File: src/hw/rtl/atb_pkg.sv
// ----------------------------------------------------------------------------
// atb_pkg: shared types and constants of the task-file command builder
// request and result structs, register codes, command bytes, error codes
// ----------------------------------------------------------------------------
`default_nettype none

package atb_pkg;

	localparam int ATB_LBA_W  = 48;
	localparam int ATB_CNT_W  = 16;
	localparam int ATB_GEO_W  = 16;
	localparam int ATB_CFG_W  = 48;
	localparam int ATB_IDX_W  = 3;
	localparam int ATB_DIV_STEPS = 2;

	// configuration register indexes
	localparam logic [ATB_IDX_W-1:0] CFG_MODE  = 3'd0;
	localparam logic [ATB_IDX_W-1:0] CFG_TOTAL = 3'd1;
	localparam logic [ATB_IDX_W-1:0] CFG_MAXS  = 3'd2;
	localparam logic [ATB_IDX_W-1:0] CFG_SPT   = 3'd3;
	localparam logic [ATB_IDX_W-1:0] CFG_HEADS = 3'd4;

	// addressing capability
	localparam logic [1:0] MODE_CHS   = 2'd0;
	localparam logic [1:0] MODE_LBA48 = 2'd2;

	// task-file registers
	localparam logic [4:0] REG_COUNT = 5'h12;
	localparam logic [4:0] REG_LBA0  = 5'h13;
	localparam logic [4:0] REG_LBA1  = 5'h14;
	localparam logic [4:0] REG_LBA2  = 5'h15;
	localparam logic [4:0] REG_SEL   = 5'h16;
	localparam logic [4:0] REG_CMD   = 5'h17;

	// command bytes
	localparam logic [7:0] CMD_RD_MULT     = 8'hC4;
	localparam logic [7:0] CMD_RD_SECT     = 8'h21;
	localparam logic [7:0] CMD_RD_MULT_EXT = 8'h29;
	localparam logic [7:0] CMD_RD_SECT_EXT = 8'h24;
	localparam logic [7:0] CMD_WR_MULT     = 8'hC5;
	localparam logic [7:0] CMD_WR_SECT     = 8'h30;
	localparam logic [7:0] CMD_WR_MULT_EXT = 8'h39;
	localparam logic [7:0] CMD_WR_SECT_EXT = 8'h34;

	localparam logic [7:0] SEL_LBA48 = 8'h40;
	localparam logic [7:0] SEL_LBA28 = 8'hE0;

	// error codes
	localparam logic [2:0] ERR_NONE     = 3'd0;
	localparam logic [2:0] ERR_MULTIPLE = 3'd1;
	localparam logic [2:0] ERR_PAST_END = 3'd2;
	localparam logic [2:0] ERR_NO_LBA48 = 3'd3;
	localparam logic [2:0] ERR_COUNT    = 3'd4;

	localparam logic [ATB_LBA_W:0] LBA28_LIMIT = (ATB_LBA_W+1)'(1) << 28;

	typedef struct packed {
		logic                 func;
		logic [ATB_LBA_W-1:0] start_sector;
		logic [ATB_CNT_W-1:0] sector_count;
	} atb_in_t;

	typedef struct packed {
		logic [4:0] reg_addr;
		logic [7:0] reg_value;
		logic [2:0] error_code;
		logic       last;
	} atb_out_t;

	// checked request as it travels down the pipeline
	typedef struct packed {
		logic                 func;
		logic [ATB_LBA_W-1:0] start_sector;
		logic [ATB_CNT_W-1:0] sector_count;
		logic [2:0]           err;
		logic                 big;
		logic                 lba;
	} atb_item_t;

	typedef struct packed {
		atb_item_t            item;
		logic [ATB_GEO_W-1:0] sect_rem;
	} atb_div2_tag_t;

endpackage

`default_nettype wire

File: src/hw/rtl/atb_div.sv
// ----------------------------------------------------------------------------
// atb_div: pipelined restoring divider
// SPS quotient bits per stage, side tag travels with each dividend
// ----------------------------------------------------------------------------
`default_nettype none

module atb_div
	import atb_pkg::*;
#(
	parameter int W   = ATB_LBA_W,
	parameter int DW  = ATB_GEO_W,
	parameter int SPS = ATB_DIV_STEPS,
	parameter int TW  = 1
) (
	input  wire logic          clk,
	input  wire logic          arst_n,
	input  wire logic          en,
	input  wire logic          in_vld,
	input  wire logic [W-1:0]  dividend,
	input  wire logic [DW-1:0] divisor,
	input  wire logic [TW-1:0] in_tag,
	output logic               out_vld,
	output logic [W-1:0]       quot,
	output logic [DW-1:0]      rem,
	output logic [TW-1:0]      out_tag
);

	localparam int NST = (W + SPS - 1) / SPS;

	logic          v_s   [NST];
	logic [DW-1:0] rem_s [NST];
	logic [W-1:0]  dq_s  [NST];
	logic [TW-1:0] tag_s [NST];

	logic          vin  [NST];
	logic [DW-1:0] rin  [NST];
	logic [W-1:0]  qin  [NST];
	logic [TW-1:0] tin  [NST];
	logic [DW-1:0] rnx  [NST];
	logic [W-1:0]  qnx  [NST];

	always_comb begin
		vin[0] = in_vld;
		rin[0] = '0;
		qin[0] = dividend;
		tin[0] = in_tag;
		for (int s = 1; s < NST; s++) begin
			vin[s] = v_s[s-1];
			rin[s] = rem_s[s-1];
			qin[s] = dq_s[s-1];
			tin[s] = tag_s[s-1];
		end
	end

	// one quotient bit per step: remainder shifts in the next dividend bit
	always_comb begin
		logic [DW-1:0] r;
		logic [W-1:0]  q;
		logic [DW:0]   t;
		logic [DW:0]   d;
		logic          ge;
		d = {1'b0, divisor};
		for (int s = 0; s < NST; s++) begin
			r = rin[s];
			q = qin[s];
			for (int k = 0; k < SPS; k++) begin
				if (s * SPS + k < W) begin
					t  = {r, q[W-1]};
					ge = (t >= d);
					t  = ge ? (t - d) : t;
					r  = t[DW-1:0];
					q  = {q[W-2:0], ge};
				end
			end
			rnx[s] = r;
			qnx[s] = q;
		end
	end

	always_ff @(posedge clk or negedge arst_n) begin
		if (!arst_n) begin
			for (int s = 0; s < NST; s++) v_s[s] <= 1'b0;
		end else if (en) begin
			v_s <= vin;
		end
	end

	always_ff @(posedge clk) begin
		if (en) begin
			rem_s <= rnx;
			dq_s  <= qnx;
			tag_s <= tin;
		end
	end

	assign out_vld = v_s[NST-1];
	assign quot    = dq_s[NST-1];
	assign rem     = rem_s[NST-1];
	assign out_tag = tag_s[NST-1];

endmodule

`default_nettype wire

File: config.mk
export PLATFORM = sky130hd
export DESIGN_NAME = atb_div
export DESIGN_NICKNAME = d
export VERILOG_FILES = /design/src/hw/rtl/atb_pkg.sv /design/src/hw/rtl/atb_div.sv
export SDC_FILE = /design/constraint.sdc
export NUM_CORES = 2
export LEC_CHECK = 0
export BUFFER_PORTS_ARGS = -buffer_cell sky130_fd_sc_hd__clkbuf_2
export CORE_AREA = 10 10 438 482
export DETAILED_ROUTE_END_ITERATION = 12
export DIE_AREA = 0 0 448 492
export SETUP_SLACK_MARGIN = 0.4
export SYNTH_ARGS = -nofsm -noshare
export SYNTH_HDL_FRONTEND = slang
export SYNTH_SLANG_ARGS = --single-unit
File: constraint.sdc
create_clock -name clk -period 5.2 [get_ports clk]
set_clock_uncertainty 0.1 [all_clocks]
set_input_delay 0.52 -clock clk [delete_from_list [all_inputs] [get_ports clk]]
set_output_delay 0.52 -clock clk [all_outputs]
set_load 0.03 [all_outputs]
==> impl_metrics.tcl <==
set metrics [dict create \
    status "finished, violations left" \
    violations "negative setup slack" \
    yosysTopAreaCell "edfxtp_1" \
    drc 0 \
    wl_microns 234300 \
    tns_ns -1.775 \
    rrSetupSlack_ns -0.13 \
    cp_data_required_time_ns 5.69 \
    critPathLaunchType "flip-flop" \
    async_reset_ff_frac 0.01515 \
    vias_per_cell 5.283 \
    placed_cell_area_sq_um 111500 \
    worstRegToRegCells 21 \
    drive_gt1_frac 0.3956 \
    worstMarginPinSlew_ns 0.7884 \
    synth_nets 8135 \
    crit_arrival_ns 5.83 \
    finalHoldViolations 0 \
    grt_pass1_wl_microns 363100 \
    clk_pin_slew_ns 0.06 \
    grt-ovfl-total 0 \
    htree_levels 4 \
    cp_max_fo 12 \
    period_needed_ns 5.334 \
    synthFlopType "edfxtp_1" \
    antenna_left 0 \
    rsz0062_at_grt "yes" \
    synth_area_leaders "edfxtp_1 52%, ha_1 11%, mux2_2 5.4%, xnor2_1 3.7%, a21oi_1 2.9%" \
    dpl.hpwl_microns 172100 \
    cap_violations 0 \
    cts_tree "yes" \
    syn_to_final_growth_pct 37.32 \
    critPathCapture "rem_s[174]" \
    grt_usage 0.2051 \
    synth_top_area_frac 0.5214 \
    gp_congestion 0.9180 \
    syn_area_per_cell_sq_um 12.37 \
    fin_crit_sh 1.026 \
    crit_start "rem_s[176]" \
    critPathKind "flip-flop to flip-flop" \
    cts_buffers 171 \
    cts.sinks 1584 \
    reg2reg_from "rem_s[176]" \
    synth_most_common_cell "edfxtp_1" \
    floorplan.die_area_sq_um 220400 \
    wl_per_cell_microns 18.55 \
    numPortBuffers 134 \
    grt_max_degree 141 \
    fillerInstances 15720 \
    final_area_sq_um 123400 \
    drt_iter0_markers 3651 \
    final_util 0.6128 \
    syn_inst 7265 \
    start_util 0.4463 \
    synthTopCellsByCount "1,560 x edfxtp_1, 754 x ha_1, 515 x a21oi_1, 463 x nor2_1, 429 x mux2_2" \
    r2r-end "rem_s[174]" \
    max_freq_mhz 187.5 \
    synth_edf_count 1560 \
    hp-class "primary input to flip-flop" \
    setup_viol_count_final 15 \
    first_pass_iters 5 \
    final_nets 10730 \
    yosysUniqueCellTypes 106 \
    root_buffer "clkbuf_16" \
    setup_ws_ns -0.1341 \
    slew_viol_final 0 \
    synth-seq-area-share 0.5281 \
    insertion_delay_ns 0.85 \
    clk_path_buf_depth 3 \
    rows 173 \
    coreArea_sq_um 201300 \
    vias 66700 \
    end_kind "flip-flop" \
    pin_count 135 \
    synth-seq-cells 1584 \
    synth-warning-count 0 \
    antenna_found_initial 2 \
    syn_area_sq_um 89840 \
    grt_pass1_vias 67740 \
    dieWidth_microns 448 \
    slew_headroom 0.4744 \
    die_h_microns 492 \
]
==> worst max-delay path: stages, from the launching register on <==
cell and delay [ns]:
edfxtp_1 0.50, ha_4 0.26, nor2b_4 0.12, o31a_1 0.26
nor2_2 0.12, o21ai_2 0.09, a221o_1 0.33, o31ai_2 0.25
nand2_2 0.18, buf_6 0.16, mux2_4 0.31, ha_4 0.23
and3_4 0.15, a221o_1 0.34, a21oi_2 0.15, o21ai_1 0.07
a21o_1 0.19, o211ai_2 0.17, a21boi_1 0.09, or4_4 0.56
buf_12 0.17, mux2_4 0.29
==> cells in the final DEF, fill, tap and decap left out, types with 35 or more instances in the layout <==
| master | synthesis | routed |
|---|---|---|
| o31a_1 | 35 | 35 |
| o21ai_1 | 10 | 86 |
| o21ai_2 | 1 | 58 |
| clkbuf_2 | 0 | 131 |
| nand2_1 | 370 | 355 |
| or3_1 | 39 | 36 |
| ha_1 | 754 | 614 |
| a21oi_2 | 6 | 101 |
| nor2_1 | 463 | 427 |
| edfxtp_1 | 1560 | 1560 |
| a211oi_1 | 63 | 37 |
| mux2i_1 | 44 | 42 |
| nand3_1 | 112 | 106 |
| mux2_2 | 429 | 232 |
| mux2_4 | 25 | 242 |
| nor2b_1 | 96 | 64 |
| o21a_1 | 117 | 117 |
| xor2_1 | 171 | 170 |
| a31oi_1 | 50 | 39 |
| o21ai_0 | 407 | 268 |
| a21oi_1 | 515 | 403 |
| ha_4 | 0 | 122 |
| nand4_1 | 101 | 101 |
| buf_6 | 8 | 72 |
| inv_1 | 279 | 241 |
| nor3_1 | 147 | 133 |
| o21bai_1 | 78 | 74 |
| buf_4 | 69 | 2226 |
| dlygate4sd3_1 | 0 | 50 |
| fa_1 | 47 | 35 |
| a21o_1 | 193 | 193 |
| nand2b_1 | 64 | 62 |
| buf_12 | 0 | 70 |
| clkbuf_16 | 0 | 180 |
| xnor2_1 | 383 | 383 |
==> cells by family after synthesis <==
family / Yosys count / share of synthesized area
muxes: 519 / 0.06548
and+or+nand+nor: 1574 / 0.08440
adders and majority gates: 801 / 0.1155
buffers and inverters: 440 / 0.02232
DFF: 1584 / 0.5281
xor gates and xnor gates: 554 / 0.05401
AOI/OAI and AO/OA: 1793 / 0.1302
==> per-layer routing <==
| layer | wire length (microns) | global-route usage |
|---|---|---|
| met1 | 102800 | 0.2628 |
| met2 | 115500 | 0.3556 |
| met3 | 7584 | 0.02661 |
| met4 | 8385 | 0.07042 |
| met5 | 0 | 0 |
==> cell type report <==
| class | instances | area (sq um) | area share |
|---|---|---|---|
| sequential | 1584 | 47450 | 0.3846 |
| multi-input combinational | 5242 | 45370 | 0.3678 |
| timing repair buffer | 2572 | 20580 | 0.1668 |
| clock buffer | 198 | 4423 | 0.03585 |
| tap | 2625 | 3284 | 0.02662 |
| clock inverter | 116 | 1150 | 0.009320 |
| inverter | 284 | 1102 | 0.008935 |
| antenna | 5 | 12.51 | 0.0001014 |
==> how the worst min path moves through the flow <==
stage               start         end  slack [ns]  cells past startpoint
2_1_floorplan      arst_n     out_vld        0.12                      0
3_3_place_gp    dq_s[553]   dq_s[507]        0.30                      0
3_5_place_dp   dq_s[1049]  dq_s[1003]        0.30                      0
4_1_cts                en  rem_s[296]        0.05                      1
5_1_grt                en  dq_s[1140]        0.10                      1
6_report               en  dq_s[1140]        0.09                      1
==> registers in the layout, indices dropped and copies added, names as in the netlist <==
register  flops
dq_s       1104
out_tag       1
out_vld       1
quot         48
rem          16
rem_s       368
tag_s        23
v_s          23
==> repair_timing <==
item                       4_1_cts  5_1_grt
hold endpoints to repair        73        0
resized for setup              286      410
cloned                           9        6
hold buffers                    50        0
buffers inserted               116      150
pin swaps                      152      246
setup endpoints to repair      354      382
==> metrics by stage <==
stage / setup slack, ns / hold slack [ns] / instances
finish: -0.1341 / 0.08667 / 12630
global route: -0.3179 / 0.1040 / 12630
CTS: -0.08250 / 0.05399 / 12470
detailed placement: -0.8771 / 0.3045 / 11980
global placement: -0.8489 / 0.3002 / 11980
floorplan: -2.485 / 0.1244 / 7265
Power is left out: the tool's default activity adds up to more than one toggle a clock period on the data nets, which glitch-free logic cannot reach.
